### src/hw/rtl/rrsg_pkg.sv
package rrsg_pkg;

    localparam int DIM_W   = 15;
    localparam int RAD_W   = 5;
    localparam int CIRC_W  = 6;
    localparam int ERR_W   = 8;
    localparam int Q_DEPTH = 4;
    localparam int Q_PTR_W = 2;
    localparam int Q_CNT_W = 3;

    typedef enum logic [1:0] {
        FR_IDLE,
        FR_MID,
        FR_STEP
    } front_state_t;

    // One request for the back end: the middle band or one circle step.
    typedef struct packed {
        logic [DIM_W-1:0] w;
        logic [DIM_W-1:0] h;
        logic [RAD_W-1:0] r;
        logic             mid;
        logic [RAD_W-1:0] xi;
        logic [RAD_W-1:0] yi;
        logic             four;
        logic             is_last;
    } rec_t;

    typedef struct packed {
        logic full;
        logic empty;
    } q_stat_t;

    // True when the circle loop produces another emitting step from this state.
    function automatic logic has_next(input logic [CIRC_W-1:0] xi,
                                      input logic [CIRC_W-1:0] yi,
                                      input logic signed [ERR_W-1:0] p);
        logic [CIRC_W-1:0] xn;
        logic [CIRC_W-1:0] yn;
        yn = yi + CIRC_W'(1);
        xn = (p > 0) ? (xi - CIRC_W'(1)) : xi;
        return (xi > yi) && !(xn < yn);
    endfunction

endpackage

### src/hw/rtl/rrsg_front.sv
module rrsg_front #(
    parameter int MAX_RADIUS = 16
) (
    input  logic                        clk,
    input  logic                        rst_n,
    input  logic                        in_valid,
    output logic                        in_ready,
    input  logic [rrsg_pkg::DIM_W-1:0]  in_w,
    input  logic [rrsg_pkg::DIM_W-1:0]  in_h,
    input  logic [7:0]                  in_r,
    output logic                        push_valid,
    input  logic                        push_ready,
    output rrsg_pkg::rec_t              push_rec
);

    localparam int DW = rrsg_pkg::DIM_W;
    localparam int RW = rrsg_pkg::RAD_W;
    localparam int CW = rrsg_pkg::CIRC_W;
    localparam int EW = rrsg_pkg::ERR_W;

    rrsg_pkg::front_state_t state_reg, state_next;

    logic [DW-1:0]        w_reg, h_reg;
    logic [RW-1:0]        r_reg;
    logic [CW-1:0]        xi_reg, xi_next;
    logic [CW-1:0]        yi_reg, yi_next;
    logic signed [EW-1:0] p_reg, p_next;

    logic [DW-1:0]        r_clamp;
    logic [CW-1:0]        xi1, yi1;
    logic signed [EW-1:0] p_dec, p1, p_init;
    logic                 dec;
    logic                 more_mid, more_step;

    // Clamp the radius to half width, half height and the limit.
    always_comb
    begin
        r_clamp = {7'd0, in_r};
        if (r_clamp > (in_w >> 1))
            r_clamp = in_w >> 1;
        if (r_clamp > (in_h >> 1))
            r_clamp = in_h >> 1;
        if (r_clamp > DW'(MAX_RADIUS))
            r_clamp = DW'(MAX_RADIUS);
    end

    // One midpoint step from the held state.
    always_comb
    begin
        dec   = (p_reg > 0);
        yi1   = yi_reg + CW'(1);
        xi1   = dec ? (xi_reg - CW'(1)) : xi_reg;
        p_dec = dec ? (p_reg - $signed({{(EW-CW-1){1'b0}}, xi1, 1'b0})) : p_reg;
        p1    = p_dec + $signed({{(EW-CW-1){1'b0}}, yi1, 1'b0}) + EW'(1);
        p_init = EW'(1) - $signed({{(EW-RW){1'b0}}, r_reg});
        more_mid  = rrsg_pkg::has_next(CW'(r_reg), CW'(0), p_init);
        more_step = rrsg_pkg::has_next(xi1, yi1, p1);
    end

    always_ff @(posedge clk or negedge rst_n)
    begin
        if (!rst_n)
            state_reg <= rrsg_pkg::FR_IDLE;
        else
            state_reg <= state_next;
    end

    always_ff @(posedge clk)
    begin
        if (in_valid && in_ready)
        begin
            w_reg <= in_w;
            h_reg <= in_h;
            r_reg <= r_clamp[RW-1:0];
        end
        xi_reg <= xi_next;
        yi_reg <= yi_next;
        p_reg  <= p_next;
    end

    always_comb
    begin
        state_next = state_reg;
        xi_next    = xi_reg;
        yi_next    = yi_reg;
        p_next     = p_reg;
        in_ready   = 1'b0;
        push_valid = 1'b0;
        push_rec.w    = w_reg;
        push_rec.h    = h_reg;
        push_rec.r    = r_reg;
        push_rec.mid  = 1'b0;
        push_rec.xi   = xi1[RW-1:0];
        push_rec.yi   = yi1[RW-1:0];
        push_rec.four = (xi1 != yi1);
        push_rec.is_last = !more_step;
        unique case (state_reg)
            rrsg_pkg::FR_IDLE:
            begin
                in_ready = 1'b1;
                if (in_valid)
                    state_next = rrsg_pkg::FR_MID;
            end
            rrsg_pkg::FR_MID:
            begin
                push_valid       = 1'b1;
                push_rec.mid     = 1'b1;
                push_rec.is_last = !more_mid;
                if (push_ready)
                begin
                    xi_next    = CW'(r_reg);
                    yi_next    = CW'(0);
                    p_next     = p_init;
                    state_next = more_mid ? rrsg_pkg::FR_STEP : rrsg_pkg::FR_IDLE;
                end
            end
            rrsg_pkg::FR_STEP:
            begin
                push_valid = 1'b1;
                if (push_ready)
                begin
                    xi_next = xi1;
                    yi_next = yi1;
                    p_next  = p1;
                    if (!more_step)
                        state_next = rrsg_pkg::FR_IDLE;
                end
            end
            default:
            begin
                state_next = rrsg_pkg::FR_IDLE;
            end
        endcase
    end

endmodule

### src/hw/rtl/rrsg_fifo.sv
module rrsg_fifo (
    input  logic              clk,
    input  logic              rst_n,
    input  logic              push_valid,
    output logic              push_ready,
    input  rrsg_pkg::rec_t    push_rec,
    input  logic              pop,
    output rrsg_pkg::rec_t    head_rec,
    output rrsg_pkg::q_stat_t stat
);

    rrsg_pkg::rec_t mem_reg [rrsg_pkg::Q_DEPTH];

    logic [rrsg_pkg::Q_PTR_W-1:0] wr_ptr_reg, wr_ptr_next;
    logic [rrsg_pkg::Q_PTR_W-1:0] rd_ptr_reg, rd_ptr_next;
    logic [rrsg_pkg::Q_CNT_W-1:0] cnt_reg, cnt_next;
    logic                         do_push, do_pop;

    always_comb
    begin
        stat.full   = (cnt_reg == rrsg_pkg::Q_CNT_W'(rrsg_pkg::Q_DEPTH));
        stat.empty  = (cnt_reg == '0);
        push_ready  = !stat.full;
        do_push     = push_valid && !stat.full;
        do_pop      = pop && !stat.empty;
        wr_ptr_next = do_push ? (wr_ptr_reg + rrsg_pkg::Q_PTR_W'(1)) : wr_ptr_reg;
        rd_ptr_next = do_pop ? (rd_ptr_reg + rrsg_pkg::Q_PTR_W'(1)) : rd_ptr_reg;
        cnt_next    = cnt_reg + rrsg_pkg::Q_CNT_W'(do_push) - rrsg_pkg::Q_CNT_W'(do_pop);
        head_rec    = mem_reg[rd_ptr_reg];
    end

    always_ff @(posedge clk or negedge rst_n)
    begin
        if (!rst_n)
        begin
            wr_ptr_reg <= '0;
            rd_ptr_reg <= '0;
            cnt_reg    <= '0;
        end
        else
        begin
            wr_ptr_reg <= wr_ptr_next;
            rd_ptr_reg <= rd_ptr_next;
            cnt_reg    <= cnt_next;
        end
    end

    always_ff @(posedge clk)
    begin
        if (do_push)
            mem_reg[wr_ptr_reg] <= push_rec;
    end

endmodule

### src/hw/rtl/rrsg_back.sv
module rrsg_back (
    input  logic                       clk,
    input  logic                       rst_n,
    input  rrsg_pkg::rec_t             head_rec,
    input  logic                       head_valid,
    output logic                       pop,
    output logic                       out_valid,
    input  logic                       out_ready,
    output logic [rrsg_pkg::DIM_W-1:0] out_x,
    output logic [rrsg_pkg::DIM_W-1:0] out_y,
    output logic [rrsg_pkg::DIM_W-1:0] out_w,
    output logic [rrsg_pkg::DIM_W-1:0] out_h,
    output logic                       out_last
);

    localparam int DW = rrsg_pkg::DIM_W;
    localparam int RW = rrsg_pkg::RAD_W;

    logic [1:0]    idx_reg, idx_next;
    logic          valid_reg, valid_next;
    logic [DW-1:0] x_reg, y_reg, w_reg, h_reg;
    logic          last_reg;

    logic [DW-1:0] x_next, y_next, w_next, h_next;
    logic [DW-1:0] r15, a15, b15, band_w;
    logic [1:0]    last_idx;
    logic          load, end_rec;

    always_comb
    begin
        r15    = {{(DW-RW){1'b0}}, head_rec.r};
        a15    = {{(DW-RW){1'b0}}, idx_reg[1] ? head_rec.yi : head_rec.xi};
        b15    = {{(DW-RW){1'b0}}, idx_reg[1] ? head_rec.xi : head_rec.yi};
        band_w = head_rec.w - (r15 << 1);
        if (head_rec.mid)
            last_idx = 2'd0;
        else if (head_rec.four)
            last_idx = 2'd3;
        else
            last_idx = 2'd1;
        end_rec = (idx_reg == last_idx);
        load    = head_valid && (!valid_reg || out_ready);
        pop     = load && end_rec;

        // Even sub-index takes the upper half of the corner, odd the lower half.
        if (head_rec.mid)
        begin
            x_next = '0;
            y_next = r15;
            w_next = head_rec.w;
            h_next = head_rec.h - (r15 << 1);
        end
        else
        begin
            x_next = r15 - a15;
            w_next = band_w + (a15 << 1);
            h_next = DW'(1);
            if (idx_reg[0])
                y_next = head_rec.h - r15 - DW'(1) + b15;
            else
                y_next = r15 - b15;
        end

        valid_next = valid_reg;
        idx_next   = idx_reg;
        if (load)
        begin
            valid_next = 1'b1;
            idx_next   = end_rec ? 2'd0 : (idx_reg + 2'd1);
        end
        else if (out_ready)
        begin
            valid_next = 1'b0;
        end
    end

    always_ff @(posedge clk or negedge rst_n)
    begin
        if (!rst_n)
        begin
            idx_reg   <= '0;
            valid_reg <= 1'b0;
        end
        else
        begin
            idx_reg   <= idx_next;
            valid_reg <= valid_next;
        end
    end

    always_ff @(posedge clk)
    begin
        if (load)
        begin
            x_reg    <= x_next;
            y_reg    <= y_next;
            w_reg    <= w_next;
            h_reg    <= h_next;
            last_reg <= head_rec.is_last && end_rec;
        end
    end

    assign out_valid = valid_reg;
    assign out_x     = x_reg;
    assign out_y     = y_reg;
    assign out_w     = w_reg;
    assign out_h     = h_reg;
    assign out_last  = last_reg;

endmodule

### src/hw/rtl/rounded_rect_span_generator.sv
// A taken request is registered in the front, queued, then loaded into the back end's
// single output register. Throughput: one span per cycle while m_axis_tready is high
// and the queue is not empty; the front stepper runs one circle step per cycle while the
// queue has room and takes a new request only after the last step of the one before.
// Reset: rst_n clears the front state machine, queue pointers and output valid;
// payload registers keep whatever they hold.
module rounded_rect_span_generator #(
    parameter int MAX_RADIUS = 16
) (
    input  logic        clk,
    input  logic        rst_n,
    input  logic        s_axis_tvalid,
    output logic        s_axis_tready,
    input  logic [39:0] s_axis_tdata,   // rect_w[14:0], rect_h[29:15], corner_radius[37:30]
    output logic        m_axis_tvalid,
    input  logic        m_axis_tready,
    output logic [63:0] m_axis_tdata,   // span_x[14:0], span_y[29:15], span_w[44:30],
                                        // span_h[59:45]
    output logic        m_axis_tlast    // last
);

    localparam int DW = rrsg_pkg::DIM_W;

    rrsg_pkg::rec_t    push_rec, head_rec;
    rrsg_pkg::q_stat_t q_stat;
    logic              push_valid, push_ready, pop;
    logic [DW-1:0]     span_x, span_y, span_w, span_h;

    // Front: clamp radius, walk midpoint circle one step a cycle while queue has room.
    rrsg_front #(
        .MAX_RADIUS (MAX_RADIUS)
    ) u_front (
        .clk        (clk),
        .rst_n      (rst_n),
        .in_valid   (s_axis_tvalid),
        .in_ready   (s_axis_tready),
        .in_w       (s_axis_tdata[14:0]),
        .in_h       (s_axis_tdata[29:15]),
        .in_r       (s_axis_tdata[37:30]),
        .push_valid (push_valid),
        .push_ready (push_ready),
        .push_rec   (push_rec)
    );

    // Short queue of step requests decouples the stepper from output stalls.
    rrsg_fifo u_fifo (
        .clk        (clk),
        .rst_n      (rst_n),
        .push_valid (push_valid),
        .push_ready (push_ready),
        .push_rec   (push_rec),
        .pop        (pop),
        .head_rec   (head_rec),
        .stat       (q_stat)
    );

    // Back: one, two or four spans per request, one per cycle while tready is high.
    rrsg_back u_back (
        .clk        (clk),
        .rst_n      (rst_n),
        .head_rec   (head_rec),
        .head_valid (!q_stat.empty),
        .pop        (pop),
        .out_valid  (m_axis_tvalid),
        .out_ready  (m_axis_tready),
        .out_x      (span_x),
        .out_y      (span_y),
        .out_w      (span_w),
        .out_h      (span_h),
        .out_last   (m_axis_tlast)
    );

    assign m_axis_tdata = {4'd0, span_h, span_w, span_y, span_x};

    // Queue cannot report full and empty together.
    a_q_stat: assert property (@(posedge clk) disable iff (!rst_n)
        !(q_stat.full && q_stat.empty))
        else $error("queue full and empty at once");

    // Front drops ready for at least the cycle after taking a request.
    a_front_busy: assert property (@(posedge clk) disable iff (!rst_n)
        (s_axis_tvalid && s_axis_tready) |=> !s_axis_tready)
        else $error("front took back-to-back requests");

    // Back pops only a present entry.
    a_pop_head: assert property (@(posedge clk) disable iff (!rst_n)
        pop |-> !q_stat.empty)
        else $error("pop from empty queue");

    // Output valid rises only after a queue entry was present.
    a_out_src: assert property (@(posedge clk) disable iff (!rst_n)
        $rose(m_axis_tvalid) |-> $past(!q_stat.empty))
        else $error("output valid without a queued step");

endmodule
### config.mk
export PLATFORM = sky130hd
export DESIGN_NAME = rounded_rect_span_generator
export DESIGN_NICKNAME = d
export VERILOG_FILES = /design/src/hw/rtl/rrsg_pkg.sv /design/src/hw/rtl/rrsg_front.sv /design/src/hw/rtl/rrsg_fifo.sv /design/src/hw/rtl/rrsg_back.sv /design/src/hw/rtl/rounded_rect_span_generator.sv
export SDC_FILE = /design/constraint.sdc
export NUM_CORES = 1
export LEC_CHECK = 0
export ABC_AREA = 1
export BUFFER_PORTS_ARGS = -buffer_cell sky130_fd_sc_hd__buf_2
export CORE_MARGIN = 5
export CORE_UTILIZATION = 40
export DETAILED_ROUTE_END_ITERATION = 16
export PLACE_DENSITY_LB_ADDON = 0.1
export SLEW_MARGIN = 30
export SYNTH_ARGS = -nofsm -noshare
export SYNTH_HDL_FRONTEND = slang
export SYNTH_HIERARCHICAL = 1
export SYNTH_SLANG_ARGS = --single-unit
### constraint.sdc
create_clock -name clk -period 6.3 [get_ports clk]
set_input_delay 0.315 -clock clk [delete_from_list [all_inputs] [get_ports clk]]
set_output_delay 0.315 -clock clk [all_outputs]
set_load 0.02 [all_outputs]
==> results of run 1 <==
==> layer usage <==
layer  wire length [um]  part of all wire [%]
met1              19290                    50
met2              16830                    44
met3               1727                   4.5
met4                807                   2.1
met5                  0                     0
==> layout by cell type, fill, tap and decap left out, drive strengths merged, types with 3 or more instances in the layout <==
cell,n
xor2,24
nand2,388
a21oi,67
o21bai,3
nand3,85
a211oi,5
conb,10
clkinv,15
bufinv,5
xnor2,9
or2,8
edfxtp,299
nand4,14
dfrtp,12
ha,105
o21ai,183
dlygate4sd3,30
nand3b,3
buf,117
a31oi,7
nor2,192
fa,17
nor3,13
clkbuf,42
inv,285
==> timing repair <==
action,in CTS,in global routing
hold buffers,30,0
gates resized for setup,0,0
endpoints found under the hold margin,41,0
endpoints found under the setup margin,0,0
==> through the flow <==
| stage | util, % | cells | setup WS, ns |
|---|---|---|---|
| 2_1_floorplan | - | 1814 | 1.792 |
| 3_3_place_gp | 42.50 | 2447 | 1.056 |
| 3_5_place_dp | 42.50 | 2447 | 0.8962 |
| 4_1_cts | 46.07 | 2541 | 0.8357 |
| 5_1_grt | 46.07 | 2541 | 0.3034 |
| 6_report | 46.08 | 2542 | 0.8939 |
==> final cells by class <==
type / instances / area share (%)
diodes: 1 / 0.01266
clock buffers: 42 / 4.831
clock inverters: 22 / 1.387
inverters: 283 / 5.388
multi-input cells: 1151 / 33.05
flip-flops and latches: 311 / 46.98
well taps: 585 / 3.704
repair buffers: 147 / 4.648
==> critical path: cells and delay by family (launching register included) <==
| family | cells | cell delay (ns) |
|---|---|---|
| flip-flops | 1 | 0.47 |
| AO/OA/AOI/OAI | 5 | 1.10 |
| XOR/XNOR | 3 | 0.74 |
| buffers and inverters | 1 | 0.09 |
| AND/OR/NAND/NOR | 12 | 1.72 |
| adder cells (fa/ha/maj) | 3 | 1.06 |
==> final timing paths <==
check                      depth (start not counted)  slack, ns                               end                  startpoint
setup / recovery                                  24       0.89    u_fifo/mem_reg[1][0]$_DFFE_PP_  u_front/p_reg[0]$_DFFE_PP_
hold / removal                                     1       0.04       u_front/h_reg[10]$_DFFE_PP_            s_axis_tdata[25]
setup reg to reg                                  24       0.89    u_fifo/mem_reg[1][0]$_DFFE_PP_  u_front/p_reg[0]$_DFFE_PP_
hold reg to reg                                    0       0.49   u_fifo/mem_reg[1][34]$_DFFE_PP_  u_front/w_reg[1]$_DFFE_PP_
max in group asynchronous                          2       5.82  u_fifo/rd_ptr_reg[0]$_DFFE_PN0P_                       rst_n
min in group asynchronous                          2       0.21  u_fifo/wr_ptr_reg[1]$_DFFE_PN0P_                       rst_n
==> impl_metrics.yaml, run 1 <==
sta:
  timing.hold.ws_ns: 0.04243
  setup_tns_ns: 0
  slew_viol_final: 0
  post-route-min-period_ns: 5.406
  setup_viol: 0
  finalCritPeriodShare_pct: 85.81
  max_freq_ghz: 0.1850
  hold_violations: 0
  slew-limit-headroom_pct: 45.46
  rsz0062_at_grt: "false"
  fin_worst_skew_ns: 0.02092
  tightest_slew_ns: 0.8153
global_route:
  met1_usage_pct: 24.02
  grt_pass1_wl_um: 61550
  global_route.usage.met2_pct: 25.18
  grt_start_max_net_pins: 72
  grt_usage_pct: 16.36
  grt_use_met3_pct: 2.513
  grt_antenna_before_repair: 1
  busiest_layer: "met2"
  grt_pass1_vias: 11440
  overflow: 0
cells_and_area:
  seqCellArea_um2: 9283
  multi_input_area_um2: 6531
  areaGrowthSynthToFinish_pct: 14.67
  largest_reg_flops: 192
  n_fill_cell: 4070
  final_area_um2: 19760
  nets: 2097
  drive_above_1_share_pct: 12.37
die:
  die_height_um: 217.6
  start_util_pct: 40.18
  io_pins: 111
  rows: 76
  dieWidth_um: 217.6
  core_area_um2: 42890
  dieArea_um2: 47330
route:
  num_vias: 12010
  vias_per_cell: 4.724
  wire_per_inst_um: 15.21
  ant_nets: 0
  drt_first_iter_violations: 750
  drc_errors: 0
  routed_wl_um: 38660
  drt-pass1-iter-count: 5
synth:
  syn_avg_cell_area_um2: 9.541
  synth_warnings: 6
  syn_inst: 1806
  synth_area_um2: 17230
cts:
  clk_pin_slew_ns: 0.06
  cts_buffers: 37
  htreeDepth: 2
  cts_buffer_depth: 3
  insertion_delay_ns: 0.55
  root_buffer: "clkbuf_16"
  cts_tree: "done"
  cts.sinks: 311
  post_cts_buffers: 0
worst_setup_path:
  cp-end-kind: "register"
  start_kind: "register"
  cp.required_ns: 6.62
  slowest_stage: "xor2_1"
  worstPathCellList: "nor2_2 -> nand2_2 -> o21ai_4 -> xor2_1 -> ha_1 -> or2_2 -> o21ai_0 -> inv_1 -> fa_1 -> o21ai_1 -> xor2_1 -> nor4b_1 -> nand3_1 -> nand4_4 -> nor2_2 -> nand2_2 -> nor2_2 -> xor2_1 -> ha_1 -> nand2_1 -> nor2_1 -> a211oi_1 -> nand2_2 -> a31oi_1"
  critical_path_class: "reg2reg"
  cp.arrival_ns: 5.72
  slowest_delay_ns: 0.48
  crit_fanout: 8
placement:
  dp_hpwl_um: 27270
  routabilityCongestion: 0.8805
  dpl_cell_area_um2: 18230
  io_buffers: 104
job:
  drv_cap: 0
worst_hold_path:
  hold_path_class: "in2reg"
run_status:
  status: "finished, final reports clean"
Power of run 1 is not shown: default switching activity piles up to over one toggle a cycle in this logic, so the estimate is an artifact.
==> inputs of run 2 (changes only) <==
--- a/config.mk
+++ b/config.mk
@@ -7,6 +7,7 @@
 export LEC_CHECK = 0
 export ABC_AREA = 1
 export BUFFER_PORTS_ARGS = -buffer_cell sky130_fd_sc_hd__buf_2
+export CORE_ASPECT_RATIO = 1.2
 export CORE_MARGIN = 5
 export CORE_UTILIZATION = 40
 export DETAILED_ROUTE_END_ITERATION = 16
==> run 2 against run 1 <==
Against the previous run: final area decreased by 1.1%; critical path depth increased by 1; first-iteration DRC count decreased by 21%; die area about the same; highest routed layer unchanged; sequential share of layout area increased by 0.52 points; cell count decreased by 1.5%.
==> impl_metrics.yaml, run 2 (same netlist as run 1, synthesis figures left out) <==
route:
  top_layer: "met4"
  num_vias: 12030
  wl_met2_um: 18300
  vias_per_cell: 4.805
  drc_errors: 0
  drt-met1-wl_um: 18120
  ant_nets: 0
  drt_first_iter_violations: 596
  routed_wl_um: 39070
  wire_per_inst_um: 15.61
  dr_wl_met3_um: 1794
  drt-pass1-iter-count: 5
cells_and_area:
  post-route-util_pct: 45.79
  areaGrowthSynthToFinish_pct: 13.41
  final_cells: 2503
  final_cell_mix: "nand2_1, edfxtp_1, inv_1"
  largest_reg_flops: 192
  diodes: 0
  drive_above_1_share_pct: 12.10
  nets: 2091
  layout_commonest_cell: "nand2_1"
worst_setup_path:
  slowest_stage: "xor2_1"
  critical_path_class: "reg2reg"
  cp-end-kind: "register"
  start_kind: "register"
  slowest_delay_ns: 0.50
  r2r_cells: 25
  cp_common_cell: "nand2_2"
  cp.arrival_ns: 5.70
  rr_endpoint: "u_fifo/mem_reg[1][0]$_DFFE_PP_"
  r2r_setup_slack_ns: 0.91
  crit_fanout: 8
  cp.required_ns: 6.61
  r2r_start: "u_front/p_reg[4]$_DFFE_PP_"
sta:
  setup_tns_ns: 0
  slew_viol_final: 0
  finalCritPeriodShare_pct: 85.62
  tightest_slew_ns: 0.9532
  max_freq_ghz: 0.1854
  rsz0062_at_grt: "false"
  post-route-min-period_ns: 5.394
  fin_worst_skew_ns: 0.01469
  hold_violations: 0
  setup_viol: 0
  slew-limit-headroom_pct: 36.46
  timing.hold.ws_ns: 0.02534
placement:
  io_buffers: 104
  dp_cells: 2414
  routabilityCongestion: 0.8570
  dp_hpwl_um: 28340
global_route:
  grt_pass1_wl_um: 61870
  overflow: 0
  grt_antenna_before_repair: 0
  grt_usage_pct: 16.45
  grt_start_max_net_pins: 89
  grt_pass1_vias: 11730
die:
  rows: 83
  dieArea_um2: 47350
  die_height_um: 237.4
  io_pins: 111
  core_area_um2: 42680
  start_util_pct: 40.37
  dieWidth_um: 199.5
cts:
  htreeDepth: 2
  cts_buffers: 34
  cts.sinks: 311
  insertion_delay_ns: 0.52
  clk_pin_slew_ns: 0.06
  cts_tree: "done"
  cts_buffer_depth: 3
  root_buffer: "clkbuf_16"
  ctsResizeCount: 0
job:
  drv_cap: 0
worst_hold_path:
  hold_path_class: "in2reg"
  min_to: "u_front/w_reg[1]$_DFFE_PP_"
  min_from: "s_axis_tdata[1]"
  hold_depth: 1
run_status:
  status: "finished, final reports clean"
-- run 2: cell types whose count changed in the layout (fill, tap and decap cells not counted), sizes merged --
cell | previous run | this run
dlygate4sd3 | 30 | 27
bufinv | 5 | 3
clkinv | 15 | 12
clkinvlp | 0 | 3
diode | 1 | 0
-- run 2: critical path: cells and delay by family, from the launching register on --
family,cells,cell delay (ns)
xor+xnor,3,0.81
simple gates,11,1.39
compound gates,7,1.41
flops,1,0.43
buf+inv,1,0.09
fa+ha+maj,3,1.05
-- run 2: worst max path at each step --
stage	slack [ns]	endpoint	from	cells after the start
6_report	0.91	u_fifo/mem_reg[1][0]$_DFFE_PP_	u_front/p_reg[4]$_DFFE_PP_	25
5_1_grt	0.47	u_fifo/mem_reg[1][0]$_DFFE_PP_	u_front/p_reg[4]$_DFFE_PP_	30
4_1_cts	0.88	u_fifo/mem_reg[1][0]$_DFFE_PP_	u_front/p_reg[4]$_DFFE_PP_	25
3_5_place_dp	0.89	u_fifo/mem_reg[1][0]$_DFFE_PP_	u_front/p_reg[4]$_DFFE_PP_	25
3_3_place_gp	1.02	u_fifo/mem_reg[0][0]$_DFFE_PP_	u_front/p_reg[6]$_DFFE_PP_	24
2_1_floorplan	1.79	u_fifo/mem_reg[0][0]$_DFFE_PP_	u_front/p_reg[6]$_DFFE_PP_	25
-- run 2: area by class of cell --
type                            count  area [um^2]
Clock buffer                       42        880.8
Clock inverter                     20        207.7
Fill cell                        4071        23140
Inverter                          283         1062
Multi-Input combinational cell   1151         6530
Sequential cell                   311         9283
Tap cell                          552        690.7
Timing Repair Buffer              144        888.4
-- run 2: routing by layer --
layer / up-vias / global-route usage (%)
li1: 6182 / -
met4: 0 / 4.262
met5: - / 0
met2: 226 / 27.38
met3: 55 / 2.367
met1: 5564 / 22.72
-- run 2: timing repair --
item / 4_1_cts / 5_1_grt
hold endpoints to repair: 38 / 0
setup buffers: 0 / 0
endpoints found under the setup margin: 0 / 0
hold buffers: 27 / 0
-- run 2: metrics by stage --
stage          worst slack, ns  instance area (um^2)
2_1_floorplan            1.792                 17260
3_3_place_gp             1.022                 18180
3_5_place_dp            0.8875                 18180
4_1_cts                 0.8801                 19540
5_1_grt                 0.4654                 19540
6_report                0.9058                 19540
Power of run 2 is left out for the same reason.
==> inputs of run 3 (changes only) <==
--- a/config.mk
+++ b/config.mk
@@ -6,11 +6,11 @@
 export NUM_CORES = 1
 export LEC_CHECK = 0
 export ABC_AREA = 1
-export BUFFER_PORTS_ARGS = -buffer_cell sky130_fd_sc_hd__buf_2
 export CORE_ASPECT_RATIO = 1.2
 export CORE_MARGIN = 5
 export CORE_UTILIZATION = 40
 export DETAILED_ROUTE_END_ITERATION = 16
+export DONT_BUFFER_PORTS = 1
 export PLACE_DENSITY_LB_ADDON = 0.1
 export SLEW_MARGIN = 30
 export SYNTH_ARGS = -nofsm -noshare
==> run 3 against run 2 <==
Against the previous run: cell count down 3.9%; clock skew shrank 0.0025 ns; final area decreased by 2.2%; non-clock buffer count decreased by 97; hold slack gained 0.093 ns; worst setup slack better by 0.045 ns; fmax up 0.83%; critical path depth decreased by 1; sequential cell count is the same; die area is the same; via count is 2.6% lower; core utilization shrank 1.0 points.
==> impl_metrics.yaml, run 3 (same netlist as run 1, synthesis figures left out) <==
die:
  core_area_um2: 42680
  dieWidth_um: 199.5
  dieArea_um2: 47350
  start_util_pct: 40.37
  io_pins: 111
  rows: 83
  die_height_um: 237.4
cells_and_area:
  nets: 1996
  n_fill_cell: 4024
  largest_reg_flops: 192
  drive_above_1_share_pct: 7.178
  final_cell_mix: "nand2_1, edfxtp_1, inv_1"
  diodes: 0
  areaGrowthSynthToFinish_pct: 10.93
  layout_commonest_cell: "nand2_1"
sta:
  setup_tns_ns: 0
  rsz0062_at_grt: "false"
  hold_violations: 0
  finalCritPeriodShare_pct: 84.91
  tightest_slew_ns: 0.9266
  max_freq_ghz: 0.1869
  fin_worst_skew_ns: 0.01220
  slew_viol_final: 0
  slew-limit-headroom_pct: 38.23
  setup_viol: 0
  post-route-min-period_ns: 5.350
worst_setup_path:
  slowest_stage: "edfxtp_1"
  crit_fanout: 8
  cp.arrival_ns: 5.66
  worstPathCellList: "nor2_2 -> nand2_2 -> o21ai_4 -> xor2_1 -> ha_1 -> or2_2 -> o21ai_0 -> inv_1 -> fa_1 -> o21ai_1 -> xor2_1 -> nor4b_1 -> nand3_1 -> nand4_4 -> nor2_2 -> nand2_2 -> nor2_2 -> xor2_1 -> ha_1 -> nand2_1 -> nor2_1 -> a211oi_1 -> nand2_2 -> a31oi_1"
  start_kind: "register"
  cp-end-kind: "register"
  slowest_delay_ns: 0.46
  critical_path_class: "reg2reg"
  cp.required_ns: 6.61
  r2r_cells: 24
placement:
  routabilityCongestion: 0.8802
  io_buffers: 0
  dp_hpwl_um: 27950
route:
  drc_errors: 0
  wire_per_inst_um: 16.15
  num_vias: 11720
  ant_nets: 0
  drt_first_iter_violations: 540
  routed_wl_um: 38840
  drt-pass1-iter-count: 5
  vias_per_cell: 4.872
cts:
  cts.sinks: 311
  insertion_delay_ns: 0.52
  clk_pin_slew_ns: 0.05
  htreeDepth: 2
  cts_tree: "done"
  cts_buffer_depth: 3
  cts_buffers: 36
  root_buffer: "clkbuf_16"
  ctsResizeCount: 0
job:
  drv_cap: 0
global_route:
  grt_antenna_before_repair: 0
  overflow: 0
  grt_start_max_net_pins: 87
  grt_pass1_wl_um: 60640
  grt_usage_pct: 16.16
  grt_pass1_vias: 11280
run_status:
  status: "finished, final reports clean"
worst_hold_path:
  hold_depth: 4
  hold_path_class: "in2reg"
## run 3: cell types whose count changed in the layout (fill, tap and decap cells not counted), sizes merged, moves of 3 or more
cell and change:
dlygate4sd3 +5, inv -3, clkbuf -4, clkinv +8, buf -102
## run 3: layout make-up
type | instances | area, um^2 | share of cell area [%]
inverter | 283 | 1062 | 5.557
multi-input combinational | 1151 | 6530 | 34.16
clock inverter | 23 | 195.2 | 1.021
clock buffer | 38 | 908.4 | 4.752
timing repair buffer | 47 | 445.4 | 2.330
tap | 552 | 690.7 | 3.613
sequential | 311 | 9283 | 48.56
## run 3: what timing repair did
item | in CTS | in global routing
hold buffers | 32 | 0
setup buffers | 0 | 0
endpoints found under the hold margin | 43 | 0
## run 3: worst paths after layout
path / from / to / slack (ns)
max: u_front/p_reg[0]$_DFFE_PP_ / u_fifo/mem_reg[3][0]$_DFFE_PP_ / 0.95
min: s_axis_tvalid / u_front/state_reg[0]$_DFFE_PN0P_ / 0.12
max reg2reg: u_front/p_reg[0]$_DFFE_PP_ / u_fifo/mem_reg[3][0]$_DFFE_PP_ / 0.95
min reg2reg: u_front/w_reg[8]$_DFFE_PP_ / u_fifo/mem_reg[3][41]$_DFFE_PP_ / 0.49
max in group asynchronous: rst_n / u_fifo/rd_ptr_reg[0]$_DFFE_PN0P_ / 5.63
min in group asynchronous: rst_n / u_fifo/cnt_reg[0]$_DFF_PN0_ / 0.24
## run 3: metal layers
| metal | global-route usage, % | vias to the layer above | routed length (um) |
|---|---|---|---|
| met5 | 0 | - | 0 |
| met4 | 3.685 | 0 | 599 |
| met3 | 2.594 | 34 | 1608 |
| met2 | 27.14 | 176 | 18290 |
| met1 | 22.13 | 5503 | 18340 |
| li1 | - | 6005 | - |
## run 3: per-stage QoR
stage                     hold WS, ns  std cells  instance area (um^2)  util, %  setup slack, ns
after global placement        0.02044       2312                 17690    41.45            1.060
after global routing           0.1302       2405                 19110    44.78           0.4535
after detailed placement      0.02045       2312                 17690    41.45           0.9472
after floorplan               0.01941       1814                 17260        -            1.792
after CTS                     0.08994       2405                 19110    44.78           0.9016
final                          0.1183       2405                 19110    44.78           0.9504
## run 3: worst max-delay path: cells and delay by family, from the launching register on
family,cells,cell delay [ns]
xor gates and xnor gates,3,0.71
adders and majority gates,3,1.03
DFF,1,0.46
buffers and inverters,1,0.09
AOI/OAI and AO/OA,5,1.09
and+or+nand+nor,12,1.75
Power of run 3 is left out for the same reason.
